### src/hw/rtl/i2cms_pkg.sv
`timescale 1ns / 1ps
`default_nettype none

package i2cms_pkg;

	// Field widths
	localparam int unsigned CMD_W       = 3;
	localparam int unsigned BYTE_W      = 8;
	localparam int unsigned TICKS_W     = 16;
	localparam int unsigned TIMEOUT_W   = 8;
	localparam int unsigned BIT_IDX_W   = 4;
	localparam int unsigned CFG_ADDR_W  = 1;
	localparam int unsigned CFG_DATA_W  = 16;
	localparam int unsigned S_TDATA_W   = 16;
	localparam int unsigned S_TUSER_W   = 3;
	localparam int unsigned M_TDATA_W   = 16;

	// Register reset values
	localparam logic [TICKS_W-1:0]   PHASE_TICKS_RST = 16'd5;
	localparam logic [TIMEOUT_W-1:0] ACK_TIMEOUT_RST = 8'd250;

	// Bits shifted per byte, and the read shift register preset
	localparam logic [BIT_IDX_W-1:0] BITS_PER_BYTE = 4'd8;
	localparam logic [BYTE_W-1:0]    READ_PRESET   = 8'hFF;

	// Register indexes on the configuration port
	typedef enum logic [CFG_ADDR_W-1:0] {
		REG_PHASE_TICKS = 1'b0,
		REG_ACK_TIMEOUT = 1'b1
	} reg_idx_t;

	// Command codes carried in s_tuser
	typedef enum logic [CMD_W-1:0] {
		CMD_NONE  = 3'd0,
		CMD_START = 3'd1,
		CMD_STOP  = 3'd2,
		CMD_WRITE = 3'd3,
		CMD_READ  = 3'd4
	} cmd_t;

	// One result item, scl_level in the lowest bit
	typedef struct packed {
		logic              no_ack;
		logic [BYTE_W-1:0] read_byte;
		logic              done_res;
		logic              busy_res;
		logic              sda_drive;
		logic              sda_level;
		logic              scl_level;
	} res_t;

	localparam int unsigned RES_W = $bits(res_t);

endpackage

`default_nettype wire

### src/hw/rtl/i2c_master_byte_sequencer.sv
`timescale 1ns / 1ps
`default_nettype none

// I2C master byte sequencer.
// Each transaction on the s_ channel is one bus tick: an optional command in
// s_tuser (none, start, stop, write byte, read byte) plus the byte to write,
// the ACK/NACK choice for a read and the sampled SDA level in s_tdata. Every
// input transaction yields exactly one m_ transaction with the SCL/SDA pin
// levels, the SDA drive enable, busy and done flags, the last read byte and
// the no-acknowledge status of the last write.
// Commands are taken only while the sequencer is idle; each pin phase is held
// for phase_ticks ticks (0 acts as 1), and the acknowledge poll after a write
// gives up after ack_timeout further high samples.
// A tick passes from the input register through the phase step into the result
// register on m_tdata. Throughput: one transaction per cycle while the receiver
// keeps up; a stall fills the skid register and then holds the input.
// Reset: bus idle (SCL and SDA high, SDA driven), registers at 5 and 250.
// When the receiver stalls, one result waits in the output register and one
// in a skid register; s_tready drops once both are full and a third tick
// waits in the input register. The configuration port must be written only
// while no tick is in flight; the block itself does not enforce this.

module i2c_master_byte_sequencer (
	input  wire                                   clk,
	input  wire                                   arst_n,
	// Configuration write port
	input  wire                                   cfg_we,
	input  wire [i2cms_pkg::CFG_ADDR_W-1:0]       cfg_addr,
	input  wire [i2cms_pkg::CFG_DATA_W-1:0]       cfg_data,
	// Tick input
	input  wire                                   s_tvalid,
	output logic                                  s_tready,
	// [7:0] write_byte, [8] send_ack, [9] sda_in, [15:10] zero
	input  wire [i2cms_pkg::S_TDATA_W-1:0]        s_tdata,
	// [2:0] command
	input  wire [i2cms_pkg::S_TUSER_W-1:0]        s_tuser,
	// Tick result
	output logic                                  m_tvalid,
	input  wire                                   m_tready,
	// [0] scl_level, [1] sda_level, [2] sda_drive, [3] busy_res, [4] done_res,
	// [12:5] read_byte, [13] no_ack, [15:14] zero
	output logic [i2cms_pkg::M_TDATA_W-1:0]       m_tdata
);

	typedef enum logic [4:0] {
		PH_IDLE = 5'd0,
		PH_ST0  = 5'd1,
		PH_ST1  = 5'd2,
		PH_ST2  = 5'd3,
		PH_ST3  = 5'd4,
		PH_SP0  = 5'd5,
		PH_SP1  = 5'd6,
		PH_SP2  = 5'd7,
		PH_WL   = 5'd8,
		PH_WH   = 5'd9,
		PH_A0   = 5'd10,
		PH_A1   = 5'd11,
		PH_A2   = 5'd12,
		PH_A3   = 5'd13,
		PH_POLL = 5'd14,
		PH_RL0  = 5'd15,
		PH_RH   = 5'd16,
		PH_RL   = 5'd17,
		PH_K0   = 5'd18,
		PH_K1   = 5'd19,
		PH_K2   = 5'd20,
		PH_K3   = 5'd21
	} phase_t;

	// Configuration registers
	logic [i2cms_pkg::TICKS_W-1:0]   phase_ticks_q;
	logic [i2cms_pkg::TIMEOUT_W-1:0] ack_timeout_q;

	// Input stage
	logic                             valid_s1;
	logic [i2cms_pkg::CMD_W-1:0]      cmd_s1;
	logic [i2cms_pkg::BYTE_W-1:0]     wbyte_s1;
	logic                             sack_s1;
	logic                             sda_s1;

	// Sequencer state
	phase_t                           phase_q;
	logic [i2cms_pkg::TICKS_W-1:0]    hold_q;
	logic [i2cms_pkg::BIT_IDX_W-1:0]  bit_idx_q;
	logic [i2cms_pkg::BYTE_W-1:0]     shift_q;
	logic [i2cms_pkg::TIMEOUT_W-1:0]  wait_q;
	logic                             ack_choice_q;
	logic                             scl_q;
	logic                             sda_q;
	logic                             sda_dir_q;
	logic                             nack_q;
	logic [i2cms_pkg::BYTE_W-1:0]     read_q;

	// Next-state values
	phase_t                           phase_n;
	logic [i2cms_pkg::TICKS_W-1:0]    hold_n;
	logic [i2cms_pkg::BIT_IDX_W-1:0]  bit_idx_n;
	logic [i2cms_pkg::BYTE_W-1:0]     shift_n;
	logic [i2cms_pkg::TIMEOUT_W-1:0]  wait_n;
	logic                             ack_choice_n;
	logic                             scl_n;
	logic                             sda_n;
	logic                             sda_dir_n;
	logic                             nack_n;
	logic [i2cms_pkg::BYTE_W-1:0]     read_n;
	logic                             done_c;
	logic                             ent_c;
	phase_t                           ent_ph_c;
	logic [i2cms_pkg::TICKS_W-1:0]    hold_load;
	i2cms_pkg::res_t                  res_c;

	// Output and skid registers
	logic                             out_valid_q;
	i2cms_pkg::res_t                  out_q;
	logic                             skid_valid_q;
	i2cms_pkg::res_t                  skid_q;

	logic                             s_accept;
	logic                             step;

	assign step     = valid_s1 && !skid_valid_q;
	assign s_tready = !valid_s1 || !skid_valid_q;
	assign s_accept = s_tvalid && s_tready;

	assign hold_load = (phase_ticks_q == '0) ? '0 : phase_ticks_q - 1'b1;

	// Write configuration registers
	always_ff @(posedge clk or negedge arst_n) begin
		if (!arst_n) begin
			phase_ticks_q <= i2cms_pkg::PHASE_TICKS_RST;
			ack_timeout_q <= i2cms_pkg::ACK_TIMEOUT_RST;
		end else if (cfg_we) begin
			case (cfg_addr)
				i2cms_pkg::REG_PHASE_TICKS: phase_ticks_q <= cfg_data;
				i2cms_pkg::REG_ACK_TIMEOUT:
					ack_timeout_q <= cfg_data[i2cms_pkg::TIMEOUT_W-1:0];
				default: ;
			endcase
		end
	end

	// Track the input stage occupancy
	always_ff @(posedge clk or negedge arst_n) begin
		if (!arst_n) begin
			valid_s1 <= 1'b0;
		end else if (s_accept) begin
			valid_s1 <= 1'b1;
		end else if (step) begin
			valid_s1 <= 1'b0;
		end
	end

	// Capture the input payload
	always_ff @(posedge clk) begin
		if (s_accept) begin
			cmd_s1   <= s_tuser[i2cms_pkg::CMD_W-1:0];
			wbyte_s1 <= s_tdata[7:0];
			sack_s1  <= s_tdata[8];
			sda_s1   <= s_tdata[9];
		end
	end

	// Step the phase sequencer by one tick
	always_comb begin
		phase_n      = phase_q;
		hold_n       = hold_q;
		bit_idx_n    = bit_idx_q;
		shift_n      = shift_q;
		wait_n       = wait_q;
		ack_choice_n = ack_choice_q;
		scl_n        = scl_q;
		sda_n        = sda_q;
		sda_dir_n    = sda_dir_q;
		nack_n       = nack_q;
		read_n       = read_q;
		done_c       = 1'b0;
		ent_c        = 1'b0;
		ent_ph_c     = PH_IDLE;

		case (phase_q)
			PH_IDLE: begin
				bit_idx_n = (cmd_s1 inside {i2cms_pkg::CMD_START, i2cms_pkg::CMD_STOP,
					i2cms_pkg::CMD_WRITE, i2cms_pkg::CMD_READ}) ? '0 : bit_idx_q;
				case (cmd_s1)
					i2cms_pkg::CMD_START: begin
						ent_c    = 1'b1;
						ent_ph_c = PH_ST0;
					end
					i2cms_pkg::CMD_STOP: begin
						ent_c    = 1'b1;
						ent_ph_c = PH_SP0;
					end
					i2cms_pkg::CMD_WRITE: begin
						shift_n  = wbyte_s1;
						ent_c    = 1'b1;
						ent_ph_c = PH_WL;
					end
					i2cms_pkg::CMD_READ: begin
						ack_choice_n = sack_s1;
						shift_n      = i2cms_pkg::READ_PRESET;
						ent_c        = 1'b1;
						ent_ph_c     = PH_RL0;
					end
					default: ;
				endcase
			end
			PH_POLL: begin
				if (!sda_s1) begin
					nack_n  = 1'b0;
					scl_n   = 1'b0;
					phase_n = PH_IDLE;
					hold_n  = '0;
					done_c  = 1'b1;
				end else if (wait_q >= ack_timeout_q) begin
					nack_n  = 1'b1;
					scl_n   = 1'b0;
					phase_n = PH_IDLE;
					hold_n  = '0;
					done_c  = 1'b1;
				end else begin
					wait_n = wait_q + 1'b1;
				end
			end
			default: begin
				if (phase_q > PH_K3) begin
					phase_n = PH_IDLE;
					hold_n  = '0;
					done_c  = 1'b1;
				end else if (hold_q != '0) begin
					hold_n = hold_q - 1'b1;
				end else begin
					// Leave the phase once its hold has run out
					ent_c = 1'b1;
					case (phase_q)
						PH_ST0: ent_ph_c = PH_ST1;
						PH_ST1: ent_ph_c = PH_ST2;
						PH_ST2: ent_ph_c = PH_ST3;
						PH_SP0: ent_ph_c = PH_SP1;
						PH_SP1: ent_ph_c = PH_SP2;
						PH_WL:  ent_ph_c = PH_WH;
						PH_WH: begin
							shift_n   = {shift_q[i2cms_pkg::BYTE_W-2:0], 1'b0};
							bit_idx_n = bit_idx_q + 1'b1;
							ent_ph_c  = (bit_idx_n >= i2cms_pkg::BITS_PER_BYTE) ?
								PH_A0 : PH_WL;
						end
						PH_A0:  ent_ph_c = PH_A1;
						PH_A1:  ent_ph_c = PH_A2;
						PH_A2:  ent_ph_c = PH_A3;
						PH_A3:  ent_ph_c = PH_POLL;
						PH_RL0: ent_ph_c = PH_RH;
						PH_RH: begin
							shift_n  = {shift_q[i2cms_pkg::BYTE_W-2:0], sda_s1};
							ent_ph_c = PH_RL;
						end
						PH_RL: begin
							bit_idx_n = bit_idx_q + 1'b1;
							ent_ph_c  = (bit_idx_n >= i2cms_pkg::BITS_PER_BYTE) ?
								PH_K0 : PH_RH;
						end
						PH_K0:  ent_ph_c = PH_K1;
						PH_K1:  ent_ph_c = PH_K2;
						PH_K2:  ent_ph_c = PH_K3;
						default: begin
							// Last phase of a command: stop, start and read end here
							if (phase_q == PH_K3) begin
								read_n = shift_q;
							end
							ent_c   = 1'b0;
							phase_n = PH_IDLE;
							hold_n  = '0;
							done_c  = 1'b1;
						end
					endcase
				end
			end
		endcase

		// Apply the pin settings of the phase being entered
		if (ent_c) begin
			phase_n = ent_ph_c;
			hold_n  = hold_load;
			case (ent_ph_c)
				PH_ST0: begin
					scl_n     = 1'b1;
					sda_dir_n = 1'b1;
				end
				PH_ST1: sda_n = 1'b1;
				PH_ST2: sda_n = 1'b0;
				PH_ST3: scl_n = 1'b0;
				PH_SP0: begin
					sda_dir_n = 1'b1;
					sda_n     = 1'b0;
				end
				PH_SP1: scl_n = 1'b1;
				PH_SP2: sda_n = 1'b1;
				PH_WL: begin
					scl_n     = 1'b0;
					sda_dir_n = 1'b1;
					sda_n     = shift_n[i2cms_pkg::BYTE_W-1];
				end
				PH_WH: scl_n = 1'b1;
				PH_A0: begin
					scl_n     = 1'b0;
					sda_dir_n = 1'b0;
				end
				PH_A1: scl_n = 1'b0;
				PH_A3: scl_n = 1'b1;
				PH_POLL: wait_n = '0;
				PH_RL0: begin
					scl_n     = 1'b0;
					sda_dir_n = 1'b0;
				end
				PH_RH: scl_n = 1'b1;
				PH_RL: scl_n = 1'b0;
				PH_K0: begin
					scl_n     = 1'b0;
					sda_dir_n = 1'b1;
				end
				PH_K1: sda_n = !ack_choice_q;
				PH_K2: scl_n = 1'b1;
				PH_K3: scl_n = 1'b0;
				default: ;
			endcase
		end

		res_c.scl_level = scl_n;
		res_c.sda_level = sda_n;
		res_c.sda_drive = sda_dir_n;
		res_c.busy_res  = (phase_n != PH_IDLE);
		res_c.done_res  = done_c;
		res_c.read_byte = read_n;
		res_c.no_ack    = nack_n;
	end

	// Hold sequencer state
	always_ff @(posedge clk or negedge arst_n) begin
		if (!arst_n) begin
			phase_q      <= PH_IDLE;
			hold_q       <= '0;
			bit_idx_q    <= '0;
			shift_q      <= '0;
			wait_q       <= '0;
			ack_choice_q <= 1'b0;
			scl_q        <= 1'b1;
			sda_q        <= 1'b1;
			sda_dir_q    <= 1'b1;
			nack_q       <= 1'b0;
			read_q       <= '0;
		end else if (step) begin
			phase_q      <= phase_n;
			hold_q       <= hold_n;
			bit_idx_q    <= bit_idx_n;
			shift_q      <= shift_n;
			wait_q       <= wait_n;
			ack_choice_q <= ack_choice_n;
			scl_q        <= scl_n;
			sda_q        <= sda_n;
			sda_dir_q    <= sda_dir_n;
			nack_q       <= nack_n;
			read_q       <= read_n;
		end
	end

	// Track output and skid occupancy
	always_ff @(posedge clk or negedge arst_n) begin
		if (!arst_n) begin
			out_valid_q  <= 1'b0;
			skid_valid_q <= 1'b0;
		end else if (step) begin
			if (!out_valid_q || m_tready) begin
				out_valid_q <= 1'b1;
			end else begin
				skid_valid_q <= 1'b1;
			end
		end else if (out_valid_q && m_tready) begin
			if (skid_valid_q) begin
				skid_valid_q <= 1'b0;
			end else begin
				out_valid_q <= 1'b0;
			end
		end
	end

	// Load result payloads
	always_ff @(posedge clk) begin
		if (step) begin
			if (!out_valid_q || m_tready) begin
				out_q <= res_c;
			end else begin
				skid_q <= res_c;
			end
		end else if (out_valid_q && m_tready && skid_valid_q) begin
			out_q <= skid_q;
		end
	end

	assign m_tvalid = out_valid_q;
	assign m_tdata  = {{(i2cms_pkg::M_TDATA_W - i2cms_pkg::RES_W){1'b0}}, out_q};

	// The skid register only fills behind a waiting result
	assert property (@(posedge clk) disable iff (!arst_n)
		skid_valid_q |-> out_valid_q)
		else $error("skid register full while output register empty");

	// A finishing tick always returns the sequencer to idle
	assert property (@(posedge clk) disable iff (!arst_n)
		(step && done_c) |=> (phase_q == PH_IDLE))
		else $error("command finished but sequencer not idle");

	// SDA is released while polling for acknowledge
	assert property (@(posedge clk) disable iff (!arst_n)
		(phase_q == PH_POLL) |-> !sda_dir_q)
		else $error("SDA driven during acknowledge poll");

	// The bit counter never passes one byte
	assert property (@(posedge clk) disable iff (!arst_n)
		bit_idx_q <= i2cms_pkg::BITS_PER_BYTE)
		else $error("bit counter beyond one byte");

endmodule

`default_nettype wire

### config.mk
export PLATFORM = sky130hd
export DESIGN_NAME = i2c_master_byte_sequencer
export DESIGN_NICKNAME = d
export VERILOG_FILES = /design/src/hw/rtl/i2cms_pkg.sv /design/src/hw/rtl/i2c_master_byte_sequencer.sv
export SDC_FILE = /design/constraint.sdc
export NUM_CORES = 1
export LEC_CHECK = 0
export ABC_AREA = 1
export BUFFER_PORTS_ARGS = -buffer_cell sky130_fd_sc_hd__buf_2
export CAP_MARGIN = 10
export CORE_ASPECT_RATIO = 0.75
export CORE_MARGIN = 5
export CORE_UTILIZATION = 27
export DETAILED_ROUTE_END_ITERATION = 16
export PLACE_DENSITY = 0.45
export SETUP_SLACK_MARGIN = 0.02
export SLEW_MARGIN = 20
export SYNTH_ARGS = -nofsm -noshare
export SYNTH_HDL_FRONTEND = slang
export SYNTH_SLANG_ARGS = --single-unit
### constraint.sdc
create_clock -name clk -period 3 [get_ports clk]
set_clock_uncertainty 0.2 [all_clocks]
set_input_delay 0.15 -clock clk [delete_from_list [all_inputs] [get_ports clk]]
set_output_delay 0.15 -clock clk [all_outputs]
set_load 0.05 [all_outputs]
Yosys cells after proc, flatten, opt, wreduce, memory -nomap -nowiden
Cells that the tools add are included.

word-level totals
  input port bits = 41
  output and inout bits = 18
  bits in registers = 122

cells by class
  muxes and demuxes = 77
  equality and inequality tests = 53
  bitwise operators = 3
  magnitude comparators = 3
  $add $sub $neg = 4
  reduce and logical (&&, ||, !) cells = 40

operators by type and width
  cell                                                  number
  two-way mux 16 bit                                    7
  two-way mux 8 bit                                     12
  one-hot mux 5 bit (17 select lines)                   1
  equality test 5 x 4 -> 1 bit (second input constant)  15
  equality test 5 bit (second input constant)           12
  one-hot mux 8 bit (2 select lines)                    3
  two-way mux 14 bit                                    3
  two-way mux 5 bit                                     8
  one-hot mux 16 bit (2 select lines)                   1
  subtractor 16 x 1 -> 16 bit (second input constant)   2
  equality test 5 x 3 -> 1 bit (second input constant)  6
  two-way mux 1 bit                                     27
  equality test 5 x 2 -> 1 bit (second input constant)  4
  one-hot mux 5 bit (2 select lines)                    2
  OR reduction 17 bit                                   1
  zero test 16 bit                                      1
  two-way mux 4 bit                                     4
  one-hot mux 4 bit (4 select lines)                    1
  nonzero test 16 bit                                   1
  AND reduction 6 bit                                   2
  equality test 5 x 1 -> 1 bit (second input constant)  2
  AND reduction 2 bit                                   5
  OR reduction 2 bit                                    5
  adder 8 x 1 -> 8 bit (second input constant)          1
  30 further kinds                                      54

Depth between registers and ports, before layout
Gate-level depths: netlist of run 1.

  word-level depth = 13
  gate-level depth with buffers = 18
  depth with buffers taken out = 17

Least setup slack after synthesis of run 1
No wires, ideal clock.

  path type = flip-flop to flip-flop
  start point = register ack_timeout_q[5] (netlist bit)
  end point = register wait_q[6] (netlist bit)
  buffers on the path = 0
  stages on the path, launching flop included = 13
  library setup time = 0.119 ns
  clock period less this slack = 2.390 ns
  data required time = 2.681 ns
  arrival = 2.071 ns
  slack = 0.610 ns
  cell sequence = dfstp_2 -> inv_1 -> ha_1 -> a21oi_1 -> nor2_1 -> a211oi_1 -> nand4_1 -> nor2_1 -> nand3_1 -> clkinv_1 -> nand4_1 -> nand2_1 -> nor2_1

between the ends
  cells in the longest elaborated chain, start to end = 6

RTL lines
  element                  RTL line                          text
  from (decl)              i2c_master_byte_sequencer.sv:72   logic [i2cms_pkg::TIMEOUT_W-1:0] ack_timeout_q;
  from (signal assigned)   i2c_master_byte_sequencer.sv:131  ack_timeout_q <= i2cms_pkg::ACK_TIMEOUT_RST;
  from (signal assigned)   i2c_master_byte_sequencer.sv:136  ack_timeout_q <= cfg_data[i2cms_pkg::TIMEOUT_W-1:0];
  >= comparator 8 bit (*)  i2c_master_byte_sequencer.sv:214  end else if (wait_q >= ack_timeout_q) begin
  two-way mux 8 bit (*)    i2c_master_byte_sequencer.sv:214
  two-way mux 8 bit (*)    i2c_master_byte_sequencer.sv:208  if (!sda_s1) begin
  two-way mux 8 bit (*)    i2c_master_byte_sequencer.sv:180  case (phase_q)
  two-way mux 8 bit        i2c_master_byte_sequencer.sv:283  case (ent_ph_c)
  two-way mux 8 bit (*)    i2c_master_byte_sequencer.sv:280  if (ent_c) begin
  to (signal assigned)     i2c_master_byte_sequencer.sv:355  wait_q <= wait_n;
  to (decl)                i2c_master_byte_sequencer.sv:86   logic [i2cms_pkg::TIMEOUT_W-1:0] wait_q;

Every way passes the cells marked *; elsewhere a longest branch is shown, timed or not.
A chain may end at the register's enable or synchronous reset.

==> run summary, run 1 <==
GP Congestion -> 0.8676
Max-slew violations -> 0
Crit path max fanout -> 5
YS warnings -> 0
Fmax -> 355.6 MHz
Initial Utilization -> 27.39%
Gr ovfl total -> 0
Syn_area_per_cell -> 8.349 um2
Largest net degree at the start of global routing -> 82
Post-Synthesis Cells -> 819
DR pass1 iterations -> 5
Async set or reset register ratio after synthesis -> 66.39%
Worst reg-to-reg path cell count -> 15
CTS tree -> done
Sequential Power Share -> 31.3%
Critical-path cell list -> inv_1 -> ha_1 -> nand2_1 -> nor2_1 -> a211oi_2 -> buf_4 -> nand4_1 -> buf_4 -> inv_2 -> o21ai_0 -> nand2_1 -> nor2_1 -> nand3_1 -> nand2_1 -> nand2_1
I/O pin count -> 59
Worst EP required -> 2.98 ns
Post-synthesis cell area -> 6838 um2
Yosys cell types -> 50
Grt met3 use -> 2.438%
Max transition margin -> 47.18%
Non-filler cells, final -> 1289
Switching Share -> 41.42%
Global Route met1 Usage -> 21.03%
Worst-Skew Late Latency -> 0.42 ns
Layout cell share with drive strength beyond 1 -> 22.40%
Synth Register Bits -> 122
Crit path kind -> flop to flop
Power Dens Cells -> 931.3 nW/um2
LEAKAGE -> 4.019 nW
DR vias -> 5717
Period minus WS final -> 2.812 ns
Row cnt -> 50
RSZ-0062 raised after global routing -> false
Full die area -> 28640 um2
Clock transition at the registers of the reported paths -> 0.06 ns
Commonest non-fill, non-tap cell in the layout -> nand2_1
Post-DRT Antenna Nets -> 0
Post-synth EDFFs -> 41
Final setup viols -> 0
Synth-to-Final Area Change -> 27.48%
Port bufs -> 50
Worst-margin pin slew -> 0.7905 ns
P_int -> 4.755 mW
Final period util -> 93.75%
Overall Power -> 8.118 mW
Htree depth -> 4
Area post-placement -> 7637 um2
Register area share after synthesis -> 47.85%
Critical-path top delay cell -> dfstp_2
Number of CTS-inserted buffers -> 17
Top Usage Layer GRT -> met1
Number of global-route vias before repair -> 5488
Hold depth -> 4
Initial drt markers -> 372
Post-DP HPWL -> 13390 um
DRC Markers -> 0
Drt total wl -> 18330 um
Cell count after placement -> 1217
Via-to-Cell Ratio -> 4.435
Die Y -> 147.8 um
Die Width -> 193.8 um
Core area -> 24960 um2
First-pass GRT wire length -> 30200 um
Logic pwr share -> 41.1%
Ys flop type -> dfrtp_1
Worst Setup Slack, final -> 0.1876 ns
Worst path max stage delay -> 0.53 ns
Clock share of power -> 27.7%
Critical path buffers and inverters -> 4
Initial antenna violation count -> 0
VDD IR max -> 0.0004264 V
Crit path capture type -> flop
NumNets Final -> 991
Fill cells -> 2584
Hold crit path type -> input port to flop
Pre-CTS setup slack -> 0.03146 ns
Root Buffer -> clkbuf_16
Post-route cell area -> 8717 um2
GRT Total Usage -> 13.18%
Met2 usage -> 17.88%
Delay-heaviest family, CP -> simple AND/OR/NAND/NOR gates
Final Hold Fails -> 0
Critical path depth -> 15
Worst Setup Start Kind -> flop
Antenna cells -> 0
CP arrival -> 2.79 ns
CTS sink count -> 122
Routed length per instance -> 14.22 um
Status -> finished, final reports clean
Most Frequent Cell on Critical Path -> nand2_1
Most frequent cells in the layout -> nand2_1 (222), inv_1 (79), dfrtp_1 (70)
# Max-Cap Violations -> 0
Setup TNS -> 0 ns
Sw Pwr -> 3.363 mW
Longest Clk Path Bufs -> 2
layout make-up:
class,count,area (um2),share of cell area [%]
inverters,94,355.3,4.076
well taps,338,422.9,4.851
multi-input cells,583,3129,35.90
clock buffers,17,425.4,4.880
flip-flops and latches,122,3272,37.53
clock inverters,15,216.5,2.483
repair buffers,120,895.9,10.28
kinds of logic (layout without fill, tap and decap cells):
logic type	count (synthesis)	count (layout)	share of synthesized area, %
muxes	8	8	1.299
other	1	2	0.05484
adders and majority gates	12	12	2.196
AOI/OAI and AO/OA	119	119	10.89
buffers and inverters	115	246	7.100
DFF	122	122	47.85
xor gates and xnor gates	30	30	3.843
and+or+nand+nor	412	412	26.77
Yosys cell counts, types with 6 or more instances:
cell type,instances,area share (%)
a21oi_1,20,1.5
a32oi_1,6,0.77
clkbuf_1,8,0.44
dfrtp_1,70,26
dfstp_2,11,4.2
edfxtp_1,41,18
ha_1,12,2.2
inv_1,81,4.4
inv_2,10,0.55
mux2_2,7,1.2
nand2_1,223,12
nand2_2,12,1.1
nand3_1,63,4.6
nand4_1,10,0.91
nor2_1,68,3.7
nor2_2,10,0.91
nor3_1,8,0.59
o21ai_0,41,3.0
o21ai_1,9,0.66
o21ai_2,16,2.0
o22ai_1,13,1.2
xnor2_1,7,0.90
xor2_1,23,2.9
per-stage QoR:
step	hold WS, ns	util (%)
2_1_floorplan	-0.3456	-
3_3_place_gp	0.03057	30.60
3_5_place_dp	0.03173	30.60
4_1_cts	0.09902	34.45
5_1_grt	0.1860	34.92
6_report	0.1004	34.92
flip-flops by register name, indices dropped and copies added, names as in the netlist, 3 cells and up:
register / flops
hold_q: 16
phase_ticks_q: 16
m_tdata: 14
skid_q: 14
ack_timeout_q: 8
read_q: 8
shift_q: 8
wait_q: 8
wbyte_s1: 8
phase_q: 5
bit_idx_q: 4
cmd_s1: 3
worst register-to-register path, stage by stage, from the launching register on:
cell and delay [ns]:
dfstp_2 0.53, inv_1 0.04, ha_1 0.30, nand2_1 0.09, nor2_1 0.14, a211oi_2 0.05
buf_4 0.14, nand4_1 0.20, buf_4 0.16, inv_2 0.05, o21ai_0 0.14, nand2_1 0.12
nor2_1 0.11, nand3_1 0.14, nand2_1 0.10, nand2_1 0.05
power by group through the flow:
stage                     Sequential, mW  Combinational (mW)  Clock [mW]
after global routing                2.60                3.69        2.36
after global placement              2.57                3.20           0
final                               2.54                3.34        2.25
after floorplan                     2.88                1.97           0
after CTS                           2.54                3.24        2.30
after detailed placement            2.56                3.20           0
per-layer routing:
metal	wire (um)	vias up
met5	0	-
met4	203	0
met3	641	14
met2	7354	99
li1	-	2945
met1	10130	2659
timing repair:
item | 4_1_cts | 5_1_grt
setup endpoints to repair | 0 | 26
hold buffers | 32 | 0
gates resized for setup | 0 | 14
buffers inserted | 0 | 8
hold endpoints to repair | 121 | 0
final timing paths:
check                                 start  slack [ns]          endpoint
max reg2reg                ack_timeout_q[7]        0.19        m_tdata[3]
max in group asynchronous            arst_n        2.10         sda_dir_q
max                        ack_timeout_q[7]        0.19        m_tdata[3]
min in group asynchronous            arst_n        0.11  phase_ticks_q[7]
min                                  cfg_we        0.10  ack_timeout_q[3]
min reg2reg                           sda_q        0.27             sda_q
No activity file was read; power rests on OpenSTA's default activity.
==> inputs of run 2 (changes only) <==
--- a/config.mk
+++ b/config.mk
@@ -6,13 +6,13 @@
 export NUM_CORES = 1
 export LEC_CHECK = 0
 export ABC_AREA = 1
-export BUFFER_PORTS_ARGS = -buffer_cell sky130_fd_sc_hd__buf_2
-export CAP_MARGIN = 10
+export CAP_MARGIN = 40
 export CORE_ASPECT_RATIO = 0.75
 export CORE_MARGIN = 5
 export CORE_UTILIZATION = 27
 export DETAILED_ROUTE_END_ITERATION = 16
-export PLACE_DENSITY = 0.45
+export DONT_BUFFER_PORTS = 1
+export PLACE_DENSITY = 0.43
 export SETUP_SLACK_MARGIN = 0.02
 export SLEW_MARGIN = 20
 export SYNTH_ARGS = -nofsm -noshare
==> run summary, run 2 (synthesis gave the netlist of run 1 again) <==
Power Dens Cells -> 932.2 nW/um2 (about the same)
Largest registers -> hold_q x16, phase_ticks_q x16
Routed length per instance -> 14.79 um (+4.0%)
Die Y -> 147.8 um (unchanged)
Number of CTS-inserted buffers -> 17 (unchanged)
NumNets Final -> 970 (-2.1%)
GRT Total Usage -> 13.31% (+0.13 points)
Layout cell share with drive strength beyond 1 -> 20.00% (-2.4 points)
Root Buffer -> clkbuf_16
Logic pwr share -> 37.5% (-3.6 points)
VDD IR max -> 0.0003358 V (-21%)
Port bufs -> 0 (-100%)
Hold WS -> 0.005265 ns (-0.09515 ns)
Period minus WS final -> 2.787 ns (-0.02541 ns)
Hold crit path type -> input port to flop
RSZ-0062 raised after global routing -> false
Post-route cell area -> 8598 um2 (-1.4%)
Initial drt markers -> 448 (+20%)
Worst Setup Slack, final -> 0.2130 ns (+0.02540 ns)
GP Congestion -> 0.8510 (-1.9%)
Htree depth -> 4 (unchanged)
CP arrival -> 2.75 ns (-0.04 ns)
Status -> finished, final reports clean
Non-filler cells, final -> 1268 (-1.6%)
Clock share of power -> 26.0% (-1.7 points)
I/O pin count -> 59 (unchanged)
Met2 usage -> 17.83% (-0.053 points)
# Max-Cap Violations -> 0 (unchanged)
Setup TNS -> 0 ns (unchanged)
Die Width -> 193.8 um (unchanged)
Crit path kind -> flop to flop
Gr ovfl total -> 0 (unchanged)
Antenna cells -> 0 (unchanged)
Via-to-Cell Ratio -> 4.431 (-0.10%)
Row cnt -> 50 (unchanged)
Switching Share -> 42.13% (+0.71 points)
Number of global-route vias before repair -> 5438 (-0.91%)
DRC Markers -> 0 (unchanged)
Area post-placement -> 7646 um2 (+0.11%)
Fill cells -> 2612 (+1.1%)
Drt total wl -> 18750 um (+2.3%)
Top Usage Layer GRT -> met1
Sequential Power Share -> 36.5% (+5.2 points)
Worst EP required -> 2.97 ns (about the same)
Longest Clk Path Bufs -> 2 (unchanged)
Grt met3 use -> 2.324% (-0.11 points)
Commonest non-fill, non-tap cell in the layout -> nand2_1
Post-CTS Setup Bufs -> 0 (unchanged)
Full die area -> 28640 um2 (unchanged)
Sw Pwr -> 3.377 mW (+0.42%)
Final setup viols -> 0 (unchanged)
Clock transition at the registers of the reported paths -> 0.06 ns (about the same)
Largest net degree at the start of global routing -> 82 (unchanged)
Initial antenna violation count -> 0 (unchanged)
Worst Setup Start Kind -> flop
Final Hold Fails -> 0 (unchanged)
Most frequent cells in the layout -> nand2_1 (221), inv_1 (80), dfrtp_1 (69)
CTS tree -> done
Post-DP HPWL -> 14180 um (+5.9%)
Synth-to-Final Area Change -> 25.75%
Final period util -> 92.90% (-0.85 points)
Pre-CTS setup slack -> 0.06088 ns (+0.02942 ns)
Crit path capture type -> flop
Worst-Skew Late Latency -> 0.42 ns (about the same)
Overall Power -> 8.015 mW (-1.3%)
Core area -> 24960 um2 (unchanged)
CTS sink count -> 122 (unchanged)
P_int -> 4.638 mW (-2.5%)
Initial Utilization -> 27.39% (unchanged)
Max transition margin -> 47.54% (+0.36 points)
DR vias -> 5618 (-1.7%)
Max-slew violations -> 0 (unchanged)
DR pass1 iterations -> 5 (unchanged)
Fmax -> 358.8 MHz (+0.91%)
Crit path max fanout -> 9 (+4)
Post-DRT Antenna Nets -> 0 (unchanged)
Global Route met1 Usage -> 21.55% (+0.52 points)
LEAKAGE -> 3.932 nW (-2.2%)
Cell count after placement -> 1203 (-1.2%)
First-pass GRT wire length -> 30310 um (+0.36%)
Util after Layout -> 34.45% (-0.48 points)
Worst-margin pin slew -> 0.7850 ns (-0.005418 ns)
[run 2: path summary, 6_finish.rpt]
check,start,endpoint,slack (ns),depth (start not counted)
max,phase_q[3],m_tdata[2],0.21,14
min,cfg_we,ack_timeout_q[7],0.005,3
max reg2reg,phase_q[3],m_tdata[2],0.21,14
min reg2reg,sda_q,sda_q,0.27,2
max in group asynchronous,arst_n,phase_q[0],2.11,2
min in group asynchronous,arst_n,phase_ticks_q[10],0.10,2
[run 2: power groups by stage]
stage | logic (mW) | clock network, mW | registers (mW)
CTS | 3.01 | 2.14 | 2.94
floorplan | 1.97 | 0 | 2.88
finish | 3.00 | 2.08 | 2.93
detailed placement | 2.93 | 0 | 2.96
global route | 3.35 | 2.21 | 2.98
global placement | 2.92 | 0 | 2.96
[run 2: worst max-delay path, stage by stage, from the launching register on]
cell     delay, ns
dfrtp_1       0.42
buf_4         0.16
nand2_1       0.06
nor2_1        0.05
buf_4         0.14
nand2_1       0.20
nand2_1       0.19
nor2_4        0.27
nand2_1       0.10
nand2_1       0.14
nand2_1       0.10
o21ai_1       0.25
o21ai_2       0.09
nand2_1       0.10
nand2_1       0.06
[run 2: what timing repair did]
item,4_1_cts,5_1_grt
resized for setup,0,7
endpoints found under the setup margin,0,8
hold buffers,33,0
endpoints found under the hold margin,140,0
[run 2: cell type report]
class | instances | area (um2) | share of cell area, %
flip-flops and latches | 122 | 3273 | 38.07
multi-input cells | 583 | 3099 | 36.04
repair buffers | 99 | 859.6 | 9.997
clock buffers | 17 | 425.4 | 4.948
well taps | 338 | 422.9 | 4.919
inverters | 94 | 355.3 | 4.133
clock inverters | 15 | 162.7 | 1.892
[run 2: routing by layer]
metal	vias up	share of wire [%]
li1	2896	-
met1	2620	56
met2	91	40
met3	11	3.4
met4	0	0.92
met5	-	0
==> inputs of run 3 (changes only) <==
--- a/config.mk
+++ b/config.mk
@@ -5,14 +5,12 @@
 export SDC_FILE = /design/constraint.sdc
 export NUM_CORES = 1
 export LEC_CHECK = 0
-export ABC_AREA = 1
 export CAP_MARGIN = 40
 export CORE_ASPECT_RATIO = 0.75
 export CORE_MARGIN = 5
 export CORE_UTILIZATION = 27
 export DETAILED_ROUTE_END_ITERATION = 16
 export DONT_BUFFER_PORTS = 1
-export PLACE_DENSITY = 0.43
 export SETUP_SLACK_MARGIN = 0.02
 export SLEW_MARGIN = 20
 export SYNTH_ARGS = -nofsm -noshare
==> run summary, run 3 <==
First-pass GRT wire length -> 27260 um (-10%)
Post-synthesis mux area share -> 6.167% (+4.9 points)
LEAKAGE -> 3.636 nW (-7.5%)
Initial antenna violation count -> 0 (unchanged)
Port bufs -> 0 (unchanged)
Final Hold Fails -> 0 (unchanged)
Post-DP HPWL -> 11910 um (-16%)
Routed length per instance -> 15.62 um (+5.7%)
Final period util -> 100.9% (+8.0 points)
Yosys top cell by area -> dfrtp_1
Fill cells -> 2358 (-9.7%)
Worst-margin pin slew -> 0.7418 ns (-0.04322 ns)
Post-synthesis compound-gate area fraction -> 17.85% (+7.0 points)
Yosys cell types -> 69 (+38%)
Max transition margin -> 50.50% (+3.0 points)
Antenna cells -> 0 (unchanged)
Register area share after synthesis -> 48.87% (+1.0 points)
Async set or reset register ratio after synthesis -> 66.39% (unchanged)
Critical-path top delay cell -> or3_1
Largest registers -> hold_q x16, phase_ticks_q x16
YS warnings -> 0 (unchanged)
Routed wl met2 -> 7518 um (+1.5%)
CTS tree -> done
Htree depth -> 4 (unchanged)
Die Width -> 191.8 um (-0.99%)
Period minus WS final -> 3.028 ns (+0.2414 ns)
Crit path max fanout -> 5 (-4)
GRT Total Usage -> 12.05% (-1.3 points)
Number of global-route vias before repair -> 5176 (-4.8%)
Hold WS -> 0.01803 ns (+0.01277 ns)
Power Dens Cells -> 905.1 nW/um2 (-2.9%)
Top layer in use -> met4
Synth Register Bits -> 122 (unchanged)
Synth-to-Final Area Change -> 36.89%
Syn_area_per_cell -> 10.11 um2 (+21%)
Number of CTS-inserted buffers -> 17 (unchanged)
Initial Utilization -> 27.65% (+0.25 points)
Hold crit path type -> input port to flop
Critical path depth -> 9 (-5)
Most frequent cells in the layout -> buf_4 (72), dfrtp_1 (68), nor2_1 (57)
XOR/XNOR Fraction of Synth Area -> 2.878% (-0.96 points)
Largest cells by area after synthesis -> dfrtp_1 (26%), edfxtp_1 (18%), mux2_2 (5.7%)
Worst-Skew Late Latency -> 0.42 ns (about the same)
Max-slew violations -> 0 (unchanged)
RSZ-0062 raised after global routing -> true
Root Buffer -> clkbuf_16
I/O pin count -> 59 (unchanged)
Drt total wl -> 17390 um (-7.3%)
Via-to-Cell Ratio -> 4.937 (+11%)
Util after Layout -> 37.85% (+3.4 points)
Met3 wire len -> 797 um (+26%)
DRC Markers -> 0 (unchanged)
# Max-Cap Violations -> 0 (unchanged)
Count leader, synth -> dfrtp_1
DR pass1 iterations -> 5 (unchanged)
Full die area -> 28080 um2 (-2.0%)
Clock transition at the registers of the reported paths -> 0.06 ns (about the same)
Most Frequent Cell on Critical Path -> buf_4
Worst reg-to-reg path cell count -> 9 (-5)
Post-synth EDFFs -> 41 (unchanged)
Critical-path cell list -> or3_1 -> nor2_1 -> nand4b_4 -> nand2_4 -> buf_4 -> buf_4 -> o31a_1 -> a211o_1 -> mux2_4
Status -> complete, but fails checks
Largest family of logic cells by synthesized area -> simple AND/OR/NAND/NOR gates
Critical path buffers and inverters -> 2 (unchanged)
Fmax -> 330.2 MHz (-8.0%)
Worst path max stage delay -> 0.47 ns (+0.05 ns)
Synth top area share -> 26.16% (+0.55 points)
Largest net degree at the start of global routing -> 82 (unchanged)
Overall Power -> 8.295 mW (+3.5%)
Initial drt markers -> 405 (-9.6%)
GP Congestion -> 0.8709 (+2.3%)
DR vias -> 5495 (-2.2%)
Core area -> 24220 um2 (-3.0%)
Layout cell share with drive strength beyond 1 -> 30.56% (+11 points)
Crit path kind -> flop to flop
Simple-gate portion of the synthesized area -> 18.13% (-8.6 points)
Worst Setup Start Kind -> flop
Synth Area in Adders -> 2.243% (+0.047 points)
VDD IR max -> 0.0004925 V (+47%)
NumNets Final -> 822 (-15%)
Synth cell count leaders -> dfrtp_1 (70), nor2_1 (57), nand2_1 (53)
CP arrival -> 3.00 ns (+0.25 ns)
Longest Clk Path Bufs -> 2 (unchanged)
CTS sink count -> 122 (unchanged)
Row cnt -> 49 (-2.0%)
Area post-placement -> 7515 um2 (-1.7%)
Final setup viols -> 1 (+1)
Post-route cell area -> 9165 um2 (+6.6%)
Failing checks -> negative setup slack
Pre-CTS setup slack -> -0.07778 ns (-0.1387 ns)
WL met1 -> 8881 um (-16%)
Crit path capture type -> flop
Worst EP required -> 2.97 ns (about the same)
Hold depth -> 2 (-1)
Post-DRT Antenna Nets -> 0 (unchanged)
Delay-heaviest family, CP -> simple AND/OR/NAND/NOR gates
Post-Synthesis Cells -> 662 (-19%)
Ys flop type -> dfrtp_1
Die Y -> 146.4 um (-0.98%)
Gr ovfl total -> 0 (unchanged)
Worst Setup Slack, final -> -0.02843 ns (-0.2414 ns)
Post-synthesis cell area -> 6695 um2 (-2.1%)
Commonest non-fill, non-tap cell in the layout -> buf_4
[run 3: repair_timing]
item | CTS | global route
hold endpoints to repair | 121 | 0
pin swaps | 9 | 47
setup endpoints to repair | 13 | 48
gates resized for setup | 11 | 83
buffers inserted | 5 | 10
cloned | 0 | 4
hold buffers | 37 | 0
[run 3: layout make-up]
type	instances	area, um2	share of cell area, %
Inverter	22	82.58	0.9010
Sequential cell	122	3274	35.73
Timing Repair Buffer	124	1165	12.71
Multi-Input combinational cell	482	3570	38.95
Tap cell	331	414.1	4.519
Clock buffer	18	439.2	4.792
Clock inverter	14	220.2	2.403
[run 3: final timing paths]
check | from | to | slack (ns)
max | phase_q[4] | m_tdata[3] | -0.03
min | cfg_we | ack_timeout_q[6] | 0.02
max reg2reg | phase_q[4] | m_tdata[3] | -0.03
min reg2reg | bit_idx_q[2] | bit_idx_q[2] | 0.28
max in group asynchronous | arst_n | sda_dir_q | 2.11
min in group asynchronous | arst_n | phase_ticks_q[11] | 0.06
[run 3: where the power goes]
| part | switching (mW) | total, mW | leakage (nW) | internal, mW |
|---|---|---|---|---|
| clock | 0.785 | 2.29 | 0.320 | 1.50 |
| sequential | 0.626 | 2.89 | 1.34 | 2.26 |
| combinational | 1.69 | 3.12 | 1.98 | 1.44 |
| total | 3.10 | 8.30 | 3.64 | 5.20 |
[run 3: kinds of logic after synthesis]
group                    after synthesis
other                                  1
buffers and inverters                 59
flip-flops                           122
XOR/XNOR                              22
multiplexers                          37
AND/OR/NAND/NOR                      230
adder cells (fa/ha/maj)               12
AO/OA/AOI/OAI                        179
[run 3: per-stage QoR]
| stage | setup TNS, ns | cells |
|---|---|---|
| 2_1_floorplan | -0.03477 | 663 |
| 6_report | -0.02843 | 1113 |
| 4_1_cts | -0.02059 | 1100 |
| 5_1_grt | -0.7598 | 1113 |
| 3_3_place_gp | -0.04272 | 1026 |
| 3_5_place_dp | -0.1924 | 1026 |
[run 3: layer usage]
layer	global-route usage (%)	up-vias
li1	-	2650
met2	17.11	140
met1	17.93	2689
met4	3.230	0
met3	3.317	16
met5	0	-
